File: config.mk
export PLATFORM = sky130hd
export DESIGN_NAME = trial_division_factorizer
export DESIGN_NICKNAME = d
export VERILOG_FILES = /design/src/design/tdf_pkg.sv /design/src/design/trial_division_factorizer.sv /design/src/design/tdf_datapath.sv /design/src/design/tdf_controller.sv
export SDC_FILE = /design/constraint.sdc
export NUM_CORES = 1
export LEC_CHECK = 0
export BUFFER_PORTS_ARGS = -buffer_cell sky130_fd_sc_hd__buf_2
export CAP_MARGIN = 0
export CORE_MARGIN = 2
export CORE_UTILIZATION = 27
export DETAILED_ROUTE_END_ITERATION = 12
export HOLD_SLACK_MARGIN = 0.02
export PLACE_DENSITY_LB_ADDON = 0.15
export SLEW_MARGIN = 10
export SYNTH_ARGS = -nofsm -noshare
export SYNTH_HDL_FRONTEND = slang
export SYNTH_SLANG_ARGS = --single-unit
export TNS_END_PERCENT = 30
File: constraint.sdc
create_clock -name aclk -period 5.6 [get_ports aclk]
set_input_delay 1.12 -clock aclk [delete_from_list [all_inputs] [get_ports aclk]]
set_output_delay 1.12 -clock aclk [all_outputs]
set_load 0.005 [all_outputs]
File: src/design/tdf_pkg.sv
package tdf_pkg;

    localparam int VALUE_WIDTH  = 32;
    localparam int FACTOR_WIDTH = 32;
    localparam int MAX_RESULTS  = 32;
    localparam int CNT_WIDTH    = $clog2(MAX_RESULTS + 1);
    localparam int STEP_WIDTH   = $clog2(VALUE_WIDTH);

    typedef struct packed {
        logic load;       // capture input value, reset divisor to two
        logic start;      // begin one division rem / div
        logic take_quot;  // rem <= quotient
        logic inc_div;    // div <= div + 1
        logic emit;       // load output register
        logic emit_rem;   // output the remainder rather than the divisor
    } dp_cmd_t;

    typedef struct packed {
        logic div_done;
        logic rem_lt2;
        logic div_gt_quot;
        logic rem_zero;
        logic quot_one;
    } dp_sts_t;

endpackage

File: src/design/trial_division_factorizer.sv
// Trial-division prime factorizer.
// Input channel s_valid/s_ready/s_value carries one 32-bit number per
// transaction. The result channel m_valid/m_ready/m_factor/m_last returns the
// prime factors of that number in ascending order with repetition, one per
// transaction; m_last marks the final factor. Inputs 0 and 1 give nothing.
// s_ready is high only while no run is in progress.
// Each trial divisor passes through a start state, the bit-serial
// restoring divider and a decide state. The run length grows with the
// number of trials, which is about the larger of the second-largest prime
// factor and the square root of the largest, plus one per factor emitted; a
// 32-bit prime takes up to about 65536 trials.
// The final result waits in the output register while the next number is
// accepted. When the receiver stalls, the run holds before loading the next
// factor until the output register frees.
// Reset (aresetn low, synchronous) drops any run and clears m_valid.
module trial_division_factorizer (
    input  logic                             aclk,
    input  logic                             aresetn,
    input  logic                             s_valid,
    output logic                             s_ready,
    input  logic [31:0]                      s_value,
    output logic                             m_valid,
    input  logic                             m_ready,
    output logic [tdf_pkg::FACTOR_WIDTH-1:0] m_factor,
    output logic                             m_last
);
    import tdf_pkg::*;

    dp_cmd_t cmd;
    dp_sts_t sts;

    tdf_controller u_ctrl (
        .aclk    (aclk),
        .aresetn (aresetn),
        .s_valid (s_valid),
        .s_ready (s_ready),
        .m_valid (m_valid),
        .m_ready (m_ready),
        .m_last  (m_last),
        .cmd     (cmd),
        .sts     (sts)
    );

    tdf_datapath u_dp (
        .aclk     (aclk),
        .aresetn  (aresetn),
        .s_value  (s_value),
        .cmd      (cmd),
        .sts      (sts),
        .m_factor (m_factor)
    );

endmodule

File: src/design/tdf_datapath.sv
module tdf_datapath (
    input  logic                                 aclk,
    input  logic                                 aresetn,
    input  logic [31:0]                          s_value,
    input  tdf_pkg::dp_cmd_t                     cmd,
    output tdf_pkg::dp_sts_t                     sts,
    output logic [tdf_pkg::FACTOR_WIDTH-1:0]     m_factor
);
    import tdf_pkg::*;

    logic [VALUE_WIDTH-1:0] rem_reg, rem_next;
    logic [VALUE_WIDTH-1:0] div_reg, div_next;
    logic [VALUE_WIDTH-1:0] dq_reg, dq_next;      // dividend, shifts into quotient
    logic [VALUE_WIDTH-1:0] part_reg, part_next;  // partial remainder
    logic [STEP_WIDTH-1:0]  step_reg, step_next;
    logic                   busy_reg, busy_next;
    logic [FACTOR_WIDTH-1:0] factor_reg, factor_next;

    logic [VALUE_WIDTH:0]   shifted;
    logic [VALUE_WIDTH-1:0] diff;
    logic                   fits;

    assign shifted = {part_reg, dq_reg[VALUE_WIDTH-1]};
    assign diff    = shifted[VALUE_WIDTH-1:0] - div_reg;
    assign fits    = shifted >= {1'b0, div_reg};

    always_comb begin
        rem_next    = rem_reg;
        div_next    = div_reg;
        dq_next     = dq_reg;
        part_next   = part_reg;
        step_next   = step_reg;
        busy_next   = busy_reg;
        factor_next = factor_reg;

        if (cmd.load) begin
            rem_next = VALUE_WIDTH'(s_value);
            div_next = VALUE_WIDTH'(2);
        end
        if (cmd.take_quot) begin
            rem_next = dq_reg;
        end
        if (cmd.inc_div) begin
            div_next = div_reg + VALUE_WIDTH'(1);
        end
        if (cmd.emit) begin
            factor_next = cmd.emit_rem ? FACTOR_WIDTH'(rem_reg) : FACTOR_WIDTH'(div_reg);
        end

        if (cmd.start) begin
            dq_next   = rem_reg;
            part_next = '0;
            step_next = STEP_WIDTH'(VALUE_WIDTH - 1);
            busy_next = 1'b1;
        end else if (busy_reg) begin
            // restoring division, one quotient bit per cycle
            part_next = fits ? diff : shifted[VALUE_WIDTH-1:0];
            dq_next   = {dq_reg[VALUE_WIDTH-2:0], fits};
            step_next = step_reg - STEP_WIDTH'(1);
            if (step_reg == '0) begin
                busy_next = 1'b0;
            end
        end
    end

    always_ff @(posedge aclk) begin
        if (!aresetn) begin
            busy_reg <= 1'b0;
        end else begin
            busy_reg <= busy_next;
        end
        rem_reg    <= rem_next;
        div_reg    <= div_next;
        dq_reg     <= dq_next;
        part_reg   <= part_next;
        step_reg   <= step_next;
        factor_reg <= factor_next;
    end

    assign sts.div_done    = busy_reg && (step_reg == '0);
    assign sts.rem_lt2     = rem_reg < VALUE_WIDTH'(2);
    assign sts.div_gt_quot = div_reg > dq_reg;
    assign sts.rem_zero    = part_reg == '0;
    assign sts.quot_one    = dq_reg == VALUE_WIDTH'(1);
    assign m_factor        = factor_reg;

endmodule

File: src/design/tdf_controller.sv
module tdf_controller (
    input  logic              aclk,
    input  logic              aresetn,
    input  logic              s_valid,
    output logic              s_ready,
    output logic              m_valid,
    input  logic              m_ready,
    output logic              m_last,
    output tdf_pkg::dp_cmd_t  cmd,
    input  tdf_pkg::dp_sts_t  sts
);
    import tdf_pkg::*;

    typedef enum logic [2:0] {
        ST_IDLE,
        ST_CHECK,
        ST_START,
        ST_DIVIDE,
        ST_DECIDE
    } state_t;

    state_t               state_reg, state_next;
    logic                 m_valid_reg, m_valid_next;
    logic                 m_last_reg, m_last_next;
    logic [CNT_WIDTH-1:0] count_reg, count_next;
    logic                 slot_free;
    logic                 at_limit;

    assign slot_free = !m_valid_reg || m_ready;
    assign at_limit  = count_reg == CNT_WIDTH'(MAX_RESULTS - 1);

    always_comb begin
        state_next   = state_reg;
        m_valid_next = m_valid_reg;
        m_last_next  = m_last_reg;
        count_next   = count_reg;
        cmd          = '0;

        if (m_valid_reg && m_ready) begin
            m_valid_next = 1'b0;
        end

        unique case (state_reg)
            ST_IDLE: begin
                if (s_valid) begin
                    cmd.load   = 1'b1;
                    count_next = '0;
                    state_next = ST_CHECK;
                end
            end
            ST_CHECK: begin
                state_next = sts.rem_lt2 ? ST_IDLE : ST_START;
            end
            ST_START: begin
                cmd.start  = 1'b1;
                state_next = ST_DIVIDE;
            end
            ST_DIVIDE: begin
                if (sts.div_done) begin
                    state_next = ST_DECIDE;
                end
            end
            ST_DECIDE: begin
                if (sts.div_gt_quot) begin
                    // no divisor up to the square root: remainder is prime
                    if (slot_free) begin
                        cmd.emit     = 1'b1;
                        cmd.emit_rem = 1'b1;
                        m_valid_next = 1'b1;
                        m_last_next  = 1'b1;
                        state_next   = ST_IDLE;
                    end
                end else if (sts.rem_zero) begin
                    if (slot_free) begin
                        cmd.emit      = 1'b1;
                        cmd.take_quot = 1'b1;
                        m_valid_next  = 1'b1;
                        m_last_next   = sts.quot_one || at_limit;
                        count_next    = count_reg + CNT_WIDTH'(1);
                        state_next    = (sts.quot_one || at_limit) ? ST_IDLE : ST_START;
                    end
                end else begin
                    cmd.inc_div = 1'b1;
                    state_next  = ST_START;
                end
            end
            default: state_next = ST_IDLE;
        endcase
    end

    always_ff @(posedge aclk) begin
        if (!aresetn) begin
            state_reg   <= ST_IDLE;
            m_valid_reg <= 1'b0;
            m_last_reg  <= 1'b0;
            count_reg   <= '0;
        end else begin
            state_reg   <= state_next;
            m_valid_reg <= m_valid_next;
            m_last_reg  <= m_last_next;
            count_reg   <= count_next;
        end
    end

    assign s_ready = state_reg == ST_IDLE;
    assign m_valid = m_valid_reg;
    assign m_last  = m_last_reg;

`ifndef SYNTHESIS
    a_emit_slot_free: assert property (@(posedge aclk) disable iff (!aresetn)
        cmd.emit |-> slot_free)
        else $error("result loaded while output register still occupied");

    a_idle_div_quiet: assert property (@(posedge aclk) disable iff (!aresetn)
        (state_reg == ST_IDLE) |-> !sts.div_done)
        else $error("divider running while controller idle");

    a_accept_check: assert property (@(posedge aclk) disable iff (!aresetn)
        (s_valid && s_ready) |=> (state_reg == ST_CHECK))
        else $error("accepted transaction not checked next cycle");

    a_count_bound: assert property (@(posedge aclk) disable iff (!aresetn)
        count_reg <= CNT_WIDTH'(MAX_RESULTS))
        else $error("result count past limit");
`endif

endmodule
==> impl_metrics.py, run 1 <==
metrics = {
    "clock_network": {
        "cts_setup_buffers": 0,
        "root_buffer": "clkbuf_16",
        "clk_pin_slew_ns": 0.06,
        "cts_hold_buffers": 0,
        "h-tree-depth": 4,
        "cts.sink_count": 177,
        "cts_buffers": 17,
        "cts_tree": "built",
        "clk_latency_ns": 0.43,
        "cts_resized": 0,
        "cts_buffer_depth": 2,
    },
    "critical_path": {
        "endpoint_kind": "flip-flop",
        "crit_chain": "inv_1 > ha_1 > nand4_2 > nor4_2 > nand3_1 > nor3b_1 > a22o_1 > a211o_2 > and2_4 > inv_1 > buf_4",
        "r2r_slack_ns": 1.72,
        "worst_path_max_delay_cell": "edfxtp_1",
        "worstPathRequired_ns": 5.67,
        "max_stage_delay_ns": 0.54,
        "cp_num_cells": 11,
        "crit_buf_inv": 3,
        "cp-endpoint": "u_dp.rem_reg[6]$_DFFE_PP_",
        "arrival_ns": 3.95,
        "timing.rr.start": "u_dp.dq_reg[31]$_DFFE_PP_",
        "reg2reg_to": "u_dp.rem_reg[6]$_DFFE_PP_",
        "path_class": "reg -> reg",
        "worst_r2r_path_depth": 11,
        "cp_common_cell": "inv_1",
        "timing.critical_path.from": "u_dp.dq_reg[31]$_DFFE_PP_",
        "path_max_fanout": 32,
        "cp_top_family": "simple AND/OR/NAND/NOR gates",
        "crit_path_start_kind": "flip-flop",
    },
    "global_route": {
        "grt_pass1_wl_um": 47660,
        "overflow": 0,
        "grt_pass1_vias": 8002,
        "busiest_layer": "met2",
        "grt_max_degree": 65,
        "antenna_found_initial": 0,
        "grtUsageMet3": 0.01964,
        "met2_usage": 0.2451,
        "grt_use_total": 0.1532,
        "gr-usage-met1": 0.2166,
    },
    "power_and_ir_drop": {
        "power_density_nw_per_um2": 443.2,
        "leakage_uw": 0.004819,
        "clkPwrFrac": 0.252,
        "ir_drop_mv": 0.2322,
        "power.total_uw": 5348,
        "switchingPower_uw": 1992,
        "internal_power_uw": 3356,
        "p_seq_frac": 0.360,
        "combinationalPowerShare": 0.388,
        "p_sw_frac": 0.3725,
    },
    "yosys": {
        "synth_edf_count": 128,
        "synth_nets": 1195,
        "synth_top_area_cell": "edfxtp_1",
        "yosysSeqAreaShare": 0.4611,
        "synth.most_common_cell": "edfxtp_1",
        "ys_warn_count": 0,
        "yosys-top-cells-count": "edfxtp_1 (128), nand2_1 (123), o21ai_0 (115)",
        "synth_async_sr_flop_share": 0,
        "ys_seq_elements": 177,
        "synth_top_area_share": 0.3673,
        "avgSynthCellArea_sq_um": 9.591,
        "synth_cell_types": 64,
        "yosys_most_used_dff": "edfxtp_1",
        "synth_area_leaders": "edfxtp_1 (37%), dfxtp_1 (9.4%), ha_1 (8.0%)",
        "postSynthCellCount": 1091,
        "syn_area_sq_um": 10460,
    },
    "floorplan": {
        "fp.dieW_um": 200.9,
        "io_pins": 71,
        "rows": 72,
        "die-area_sq_um": 40340,
        "core-area_sq_um": 38470,
        "die_h_um": 200.9,
        "start_util": 0.2720,
    },
    "worst_hold_path": {
        "hold_path.class": "reg -> reg",
    },
    "drt": {
        "vias": 8019,
        "viasPerCell": 4.762,
        "wl_per_cell_um": 18.24,
        "drc": 0,
        "drtAntennaViolNets": 0,
        "drt_first_pass_iters": 5,
        "finalWirelength_um": 30720,
        "dr.first_iter.drc_count": 455,
    },
    "timing": {
        "fin_crit_sh": 0.6927,
        "setup_viol": 0,
        "worst_slack_ns": 1.721,
        "final_hold_viol_count": 0,
        "skew_ns": 0.01059,
        "rsz0062_at_grt": "false",
        "setup_tns_ns": 0,
        "timing.final.crit_period_ns": 3.879,
        "fmax_mhz": 257.8,
        "finalMaxSlewViolations": 0,
        "worst_pin_slew_ns": 0.9562,
        "maxSlewHeadroom": 0.3567,
    },
    "placed_design": {
        "gp_congestion": 0.8054,
        "hpwlAfterDp_um": 22990,
        "post-place-ws_ns": 1.704,
        "port-buffer-count": 70,
        "place_inst": 1654,
    },
    "run": {
        "maxCapViolations": 0,
    },
    "cells_and_area": {
        "layoutNonFillerInstCount": 1684,
        "fillers": 4045,
        "multi_input_area_sq_um": 5195,
        "n_antenna_cell": 0,
        "nets": 1259,
        "seqCellArea_sq_um": 4825,
        "synthToLayoutAreaGrowth_pct": 15.33,
        "drive_above_1_share": 0.1424,
    },
    "run_status": {
        "status": "finished clean",
    },
}
[power by group through the flow]
stage	logic [uW]	clock network, uW	registers, uW
2_1_floorplan	1600	0	1840
3_3_place_gp	2090	0	1960
3_5_place_dp	2070	0	1950
4_1_cts	2090	1380	1930
5_1_grt	2340	1430	1960
6_report	2070	1350	1930
[layer usage]
layer,vias up,routed length (um)
met5,-,0
met4,0,482
met3,21,881
met2,133,13960
met1,3799,15390
li1,4066,-
[metrics by stage]
step | hold WS (ns) | util | area (sq um)
2_1_floorplan | 0.4443 | - | 10460
3_3_place_gp | 0.4894 | 0.2968 | 11420
5_1_grt | 0.5140 | 0.3137 | 12070
4_1_cts | 0.4889 | 0.3137 | 12070
6_report | 0.4950 | 0.3137 | 12070
3_5_place_dp | 0.4701 | 0.2970 | 11420
[cells in the final DEF, fill, tap and decap left out, types with 13 or more instances in the layout]
cell | netlist | layout
a21o_1 | 29 | 29
a21oi_1 | 75 | 75
and3_1 | 13 | 13
buf_2 | 5 | 70
buf_4 | 3 | 14
clkbuf_16 | 0 | 17
dfxtp_1 | 49 | 49
edfxtp_1 | 128 | 128
ha_1 | 67 | 67
inv_1 | 79 | 79
mux2_2 | 34 | 34
mux2i_1 | 17 | 17
nand2_1 | 123 | 123
nand3_1 | 30 | 30
nand4_1 | 17 | 17
nor2_1 | 79 | 79
nor3_1 | 13 | 13
nor4_1 | 25 | 25
o21ai_0 | 115 | 115
xnor2_1 | 51 | 51
[worst register-to-register path: stages (launching register included)]
cell and delay [ns]:
edfxtp_1 0.54, inv_1 0.22, ha_1 0.37, nand4_2 0.16
nor4_2 0.36, nand3_1 0.16, nor3b_1 0.18, a22o_1 0.21
a211o_2 0.53, and2_4 0.28, inv_1 0.07, buf_4 0.41
[cells by family (layout without fill, tap and decap cells)]
logic type	count (synthesis)	count (layout)	synth area share
AND/OR/NAND/NOR	342	342	0.1548
XOR/XNOR	60	60	0.05022
multiplexers	51	51	0.05285
buffers and inverters	119	194	0.04520
adder cells (fa/ha/maj)	68	68	0.08203
flip-flops	177	177	0.4611
AO/OA/AOI/OAI	274	274	0.1538
[area by class of cell]
cell class / count / area share
clock buffer: 18 / 0.03556
clock inverter: 12 / 0.01783
inverter: 80 / 0.02488
multi-input combinational: 795 / 0.4305
sequential: 177 / 0.3998
tap: 518 / 0.05371
timing repair buffer: 84 / 0.03774
[how the worst min path moves through the flow]
stage	cells past startpoint	end	from	slack, ns
6_report	2	u_ctrl.count_reg[5]$_SDFFE_PN0P_	u_ctrl.count_reg[5]$_SDFFE_PN0P_	0.49
3_3_place_gp	2	u_ctrl.count_reg[5]$_SDFFE_PN0P_	u_ctrl.count_reg[5]$_SDFFE_PN0P_	0.49
5_1_grt	2	u_ctrl.count_reg[1]$_SDFFE_PN0P_	u_ctrl.count_reg[1]$_SDFFE_PN0P_	0.51
4_1_cts	2	u_ctrl.count_reg[1]$_SDFFE_PN0P_	u_ctrl.count_reg[1]$_SDFFE_PN0P_	0.49
2_1_floorplan	2	u_ctrl.count_reg[1]$_SDFFE_PN0P_	u_ctrl.count_reg[1]$_SDFFE_PN0P_	0.44
3_5_place_dp	2	u_ctrl.count_reg[1]$_SDFFE_PN0P_	u_ctrl.count_reg[1]$_SDFFE_PN0P_	0.47
No activity file was read; power rests on OpenSTA's default activity.
==> run 2, diff against run 1 <==
- ABC_AREA: not set -> 1
- clock period: 5.6 -> 3.45 ns (I/O delays scaled with it)
==> impl_metrics.py, run 2 <==
metrics = {
    "global_route": {
        "grt_use_total": 0.1643,
        "antenna_found_initial": 0,
        "overflow": 0,
        "grt_pass1_wl_um": 55850,
        "grt_pass1_vias": 9808,
        "grt_max_degree": 76,
    },
    "critical_path": {
        "worst_r2r_path_depth": 10,
        "endpoint_kind": "flip-flop",
        "crit_path_start_kind": "flip-flop",
        "cp_common_cell": "inv_1",
        "path_class": "reg -> reg",
        "reg2reg_to": "u_dp.m_factor[8]$_DFFE_PP_",
        "path_max_fanout": 32,
        "worst_path_max_delay_cell": "nor2_1",
        "r2r_slack_ns": 0.57,
        "timing.rr.start": "u_dp.part_reg[31]$_SDFFE_PP0P_",
        "arrival_ns": 2.97,
        "worstPathRequired_ns": 3.55,
        "crit_chain": "inv_1 > nand4_1 > nor2_1 > nand4_1 > nor2_1 > inv_1 > nand2_1 > nand3_1 > inv_1 > buf_4",
        "max_stage_delay_ns": 0.51,
    },
    "timing": {
        "final_hold_viol_count": 0,
        "skew_ns": 0.01206,
        "worst_slack_ns": 0.5735,
        "worst_pin_slew_ns": 0.8783,
        "fmax_mhz": 347.6,
        "fin_crit_sh": 0.8338,
        "setup_tns_ns": 0,
        "setup_viol": 0,
        "maxSlewHeadroom": 0.4131,
        "rsz0062_at_grt": "false",
        "timing.final.crit_period_ns": 2.876,
        "finalMaxSlewViolations": 0,
    },
    "yosys": {
        "yosysSeqAreaShare": 0.4206,
        "synth_nets": 1595,
        "yosys-top-cells-count": "nand2_1 (414), inv_1 (189), edfxtp_1 (128)",
        "synth_async_sr_flop_share": 0,
        "synth_area_leaders": "edfxtp_1 (34%), nand2_1 (14%), dfxtp_1 (8.6%)",
        "syn_area_sq_um": 11470,
        "avgSynthCellArea_sq_um": 7.693,
        "synth_cell_types": 44,
        "postSynthCellCount": 1491,
        "ys_seq_elements": 177,
        "synth_edf_count": 128,
        "ys_warn_count": 0,
        "yosys_most_used_dff": "edfxtp_1",
        "synth_top_area_cell": "edfxtp_1",
        "synth.most_common_cell": "nand2_1",
        "synth_top_area_share": 0.3351,
    },
    "worst_hold_path": {
        "hold_path.class": "reg -> reg",
        "min_path_cells": 2,
        "min_to": "u_dp.part_reg[31]$_SDFFE_PP0P_",
        "worstHoldStart": "u_dp.part_reg[31]$_SDFFE_PP0P_",
    },
    "floorplan": {
        "die_h_um": 210.1,
        "start_util": 0.2734,
        "io_pins": 71,
        "fp.dieW_um": 210.1,
        "core-area_sq_um": 41950,
        "die-area_sq_um": 44150,
        "rows": 75,
    },
    "power_and_ir_drop": {
        "ir_drop_mv": 0.3024,
        "clkPwrFrac": 0.164,
        "leakage_uw": 0.005822,
        "switchingPower_uw": 5899,
        "power_density_nw_per_um2": 944.0,
        "p_seq_frac": 0.308,
        "power.total_uw": 12430,
        "internal_power_uw": 6530,
        "combinationalPowerShare": 0.528,
        "p_sw_frac": 0.4746,
    },
    "run_status": {
        "status": "finished clean",
    },
    "cells_and_area": {
        "final_cell_mix": "nand2_1 (414), inv_1 (189), edfxtp_1 (128), nor2_1 (102), nand3_1 (92)",
        "layoutNonFillerInstCount": 2123,
        "synthToLayoutAreaGrowth_pct": 14.79,
        "fillers": 4527,
        "drive_above_1_share": 0.1206,
        "nets": 1675,
        "n_antenna_cell": 0,
        "final_common_cell": "nand2_1",
    },
    "clock_network": {
        "cts.sink_count": 177,
        "root_buffer": "clkbuf_16",
        "h-tree-depth": 4,
        "clk_pin_slew_ns": 0.08,
        "cts_tree": "built",
        "cts_buffers": 17,
        "cts_setup_buffers": 0,
        "cts_hold_buffers": 0,
        "cts_resized": 0,
        "clk_latency_ns": 0.45,
        "cts_buffer_depth": 2,
    },
    "placed_design": {
        "post-place-ws_ns": 0.5785,
        "place_inst": 2091,
        "gp_congestion": 0.8812,
        "port-buffer-count": 70,
        "hpwlAfterDp_um": 27270,
    },
    "run": {
        "maxCapViolations": 0,
    },
    "drt": {
        "drc": 0,
        "vias": 10070,
        "wl_per_cell_um": 16.82,
        "drtAntennaViolNets": 0,
        "viasPerCell": 4.744,
        "drt_first_pass_iters": 5,
        "finalWirelength_um": 35710,
        "dr.first_iter.drc_count": 581,
    },
}
-- run 2: cell types whose count changed in the layout (fill, tap and decap cells not counted), sizes merged, moves of 17 or more --
cell | previous run | this run
a21o | 29 | 6
buf | 84 | 102
inv | 79 | 201
mux2 | 34 | 0
mux2i | 17 | 0
nand2 | 123 | 423
nand3 | 30 | 104
nor2 | 79 | 116
nor3 | 13 | 35
o21ai | 117 | 134
xnor2 | 51 | 14
-- run 2: layout make-up --
cell class                      instances  area, sq um  share of cell area
Clock buffer                           17        425.4             0.03231
Clock inverter                         15        176.4             0.01340
Inverter                              195        732.0             0.05559
Multi-Input combinational cell       1078         5718              0.4343
Sequential cell                       177         4825              0.3664
Tap cell                              539        674.4             0.05122
Timing Repair Buffer                  102        615.6             0.04675
-- run 2: logic make-up after synthesis --
group | share of synthesized area
XOR/XNOR | 0.01680
flip-flops | 0.4206
AND/OR/NAND/NOR | 0.2985
buffers and inverters | 0.08236
AO/OA/AOI/OAI | 0.1069
adder cells (fa/ha/maj) | 0.07483
-- run 2: through the flow --
step	cell area (sq um)	hold WS (ns)	utilization
finish	13170	0.4587	0.3139
global route	13170	0.4747	0.3139
CTS	13170	0.4575	0.3139
detailed placement	12560	0.4422	0.2995
global placement	12560	0.4375	0.2995
floorplan	11470	0.4261	-
-- run 2: layer usage --
layer  wire length, um  share of wire  track usage
met1             17570           0.49       0.2289
met2             16240           0.45       0.2638
met3              1278          0.036      0.02622
met4               623          0.017      0.04500
met5                 0              0            0
-- run 2: worst max-delay path by stage --
stage,slack (ns),depth (start not counted),from,to
after floorplan,0.65,11,u_dp.div_reg[11]$_SDFFCE_PN0P_,u_dp.div_reg[0]$_SDFFCE_PN0P_
after global placement,0.61,10,u_dp.part_reg[31]$_SDFFE_PP0P_,u_dp.m_factor[6]$_DFFE_PP_
after detailed placement,0.58,10,u_dp.div_reg[7]$_SDFFCE_PN0P_,u_dp.rem_reg[10]$_DFFE_PP_
after CTS,0.57,10,u_dp.div_reg[7]$_SDFFCE_PN0P_,u_dp.rem_reg[10]$_DFFE_PP_
after global routing,0.37,10,u_dp.part_reg[31]$_SDFFE_PP0P_,u_dp.m_factor[11]$_DFFE_PP_
final,0.57,10,u_dp.part_reg[31]$_SDFFE_PP0P_,u_dp.m_factor[8]$_DFFE_PP_
-- run 2: power groups by stage --
stage                     Combinational (uW)  Sequential [uW]  Clock [uW]
after detailed placement                6570             3870           0
after CTS                               6590             3830        2100
final                                   6560             3830        2040
after floorplan                         4610             3730           0
after global routing                    7420             3930        2160
after global placement                  6570             3860           0
-- run 2: critical path: cells and delay by family (launching register included) --
kind | cells | cell delay, ns
buffers and inverters | 4 | 0.79
DFF | 1 | 0.31
and+or+nand+nor | 6 | 1.37
==> run 3, diff against run 2 <==
- clock period: 3.45 -> 2.95 ns (I/O delays scaled with it)
==> impl_metrics.py, run 3 (synthesized netlist as in run 2, its figures left out) <==
metrics = {
    "worst_hold_path": {
        "min_path_cells": 3,
        "hold_path.class": "in -> reg",
        "min_to": "u_dp.rem_reg[8]$_DFFE_PP_",
        "worstHoldStart": "s_value[8]",
    },
    "clock_network": {
        "cts.sink_count": 177,
        "cts_tree": "built",
        "clk_latency_ns": 0.46,
        "cts_buffer_depth": 2,
        "cts_resized": 0,
        "root_buffer": "clkbuf_16",
        "cts_buffers": 17,
        "clk_pin_slew_ns": 0.07,
        "h-tree-depth": 4,
    },
    "timing": {
        "final_hold_viol_count": 0,
        "finalMaxSlewViolations": 0,
        "fmax_mhz": 371.5,
        "rsz0062_at_grt": "false",
        "maxSlewHeadroom": 0.5760,
        "fin_crit_sh": 0.9126,
        "skew_ns": 0.01611,
        "timing.final.crit_period_ns": 2.692,
        "setup_viol": 0,
        "fin_hold_ws_ns": 0.4331,
        "worst_pin_slew_ns": 0.6303,
        "setup_tns_ns": 0,
    },
    "floorplan": {
        "fp.dieW_um": 210.1,
        "io_pins": 71,
        "core-area_sq_um": 41950,
        "rows": 75,
        "start_util": 0.2734,
        "die-area_sq_um": 44150,
        "die_h_um": 210.1,
    },
    "global_route": {
        "grt_pass1_vias": 9805,
        "grt_use_total": 0.1647,
        "antenna_found_initial": 0,
        "overflow": 0,
        "grt_max_degree": 76,
        "grt_pass1_wl_um": 56040,
    },
    "cells_and_area": {
        "nets": 1684,
        "final_cell_mix": "nand2_1 (414), inv_1 (189), edfxtp_1 (128), nor2_1 (102), nand3_1 (92)",
        "final_common_cell": "nand2_1",
        "fillers": 4535,
        "n_antenna_cell": 0,
        "drive_above_1_share": 0.1243,
        "final_cell_area_sq_um": 13270,
        "synthToLayoutAreaGrowth_pct": 15.71,
    },
    "drt": {
        "drt_first_pass_iters": 5,
        "wl_per_cell_um": 16.56,
        "finalWirelength_um": 35300,
        "dr.first_iter.drc_count": 615,
        "viasPerCell": 4.696,
        "vias": 10010,
        "drc": 0,
        "drtAntennaViolNets": 0,
    },
    "placed_design": {
        "port-buffer-count": 70,
        "hpwlAfterDp_um": 27480,
        "gp_congestion": 0.9057,
        "place_area_sq_um": 12670,
    },
    "power_and_ir_drop": {
        "ir_drop_mv": 0.4262,
        "leakage_uw": 0.005882,
        "power_density_nw_per_um2": 1106,
        "power.total_uw": 14680,
    },
    "critical_path": {
        "worstPathRequired_ns": 3.29,
        "timing.critical_path.from": "u_dp.div_reg[8]$_SDFFCE_PN0P_",
        "r2r_slack_ns": 0.26,
        "path_class": "reg -> reg",
        "arrival_ns": 3.03,
        "timing.rr.start": "u_dp.div_reg[8]$_SDFFCE_PN0P_",
        "crit_path_start_kind": "flip-flop",
        "endpoint_kind": "flip-flop",
        "reg2reg_to": "u_dp.part_reg[25]$_SDFFE_PP0P_",
        "worst_r2r_path_depth": 14,
        "path_max_fanout": 12,
    },
    "run_status": {
        "status": "finished clean",
    },
    "run": {
        "maxCapViolations": 0,
    },
}
## run 3: critical path, stage by stage, from the launching register on
cell	delay (ns)
edfxtp_1	0.54
inv_2	0.16
ha_1	0.40
nand2_1	0.12
nor2_1	0.17
nand2_1	0.10
nor2_2	0.16
nand4_1	0.13
o21ai_2	0.14
nor2_2	0.07
nand2_4	0.12
buf_4	0.22
nand2_1	0.10
nand3_1	0.08
nand2_1	0.05
## run 3: repair_timing
item | in CTS | in global routing
buffers inserted | 0 | 3
hold buffers | 0 | 0
endpoints found under the setup margin | 0 | 4
## run 3: area by class of cell
class                           count  area [sq um]  share of cell area
Clock buffer                       18         429.2             0.03234
Clock inverter                     14         152.6             0.01150
Inverter                          195         732.0             0.05515
Multi-Input combinational cell   1078          5713              0.4305
Sequential cell                   177          4825              0.3635
Tap cell                          539         674.4             0.05082
Timing Repair Buffer              111         745.7             0.05619
## run 3: worst max path at each step
| stage | end | slack (ns) | depth (start not counted) |
|---|---|---|---|
| floorplan | u_dp.div_reg[0]$_SDFFCE_PN0P_ | 0.15 | 11 |
| global placement | u_dp.part_reg[25]$_SDFFE_PP0P_ | 0.22 | 14 |
| detailed placement | u_dp.part_reg[25]$_SDFFE_PP0P_ | 0.25 | 14 |
| CTS | u_dp.part_reg[25]$_SDFFE_PP0P_ | 0.22 | 14 |
| global route | u_dp.part_reg[29]$_SDFFE_PP0P_ | 0.03 | 14 |
| finish | u_dp.part_reg[25]$_SDFFE_PP0P_ | 0.26 | 14 |
## run 3: per-stage QoR
step,std cells,worst slack [ns],utilization
final,2132,0.2579,0.3164
after global routing,2132,0.03397,0.3164
after CTS,2129,0.2189,0.3159
after detailed placement,2097,0.2538,0.3020
after global placement,2097,0.2235,0.3020
after floorplan,1491,0.1517,-
## run 3: routing by layer
metal  share of wire  vias up  global-route usage
met4           0.014        0             0.04647
met2            0.45      165              0.2635
li1                -     5159                   -
met3           0.033       25             0.02071
met5               0        -                   0
met1            0.51     4663              0.2333
## run 3: report_power, final
part,internal (uW),switching (uW)
logic,2640,5170
clock network,1260,1070
registers,3860,667
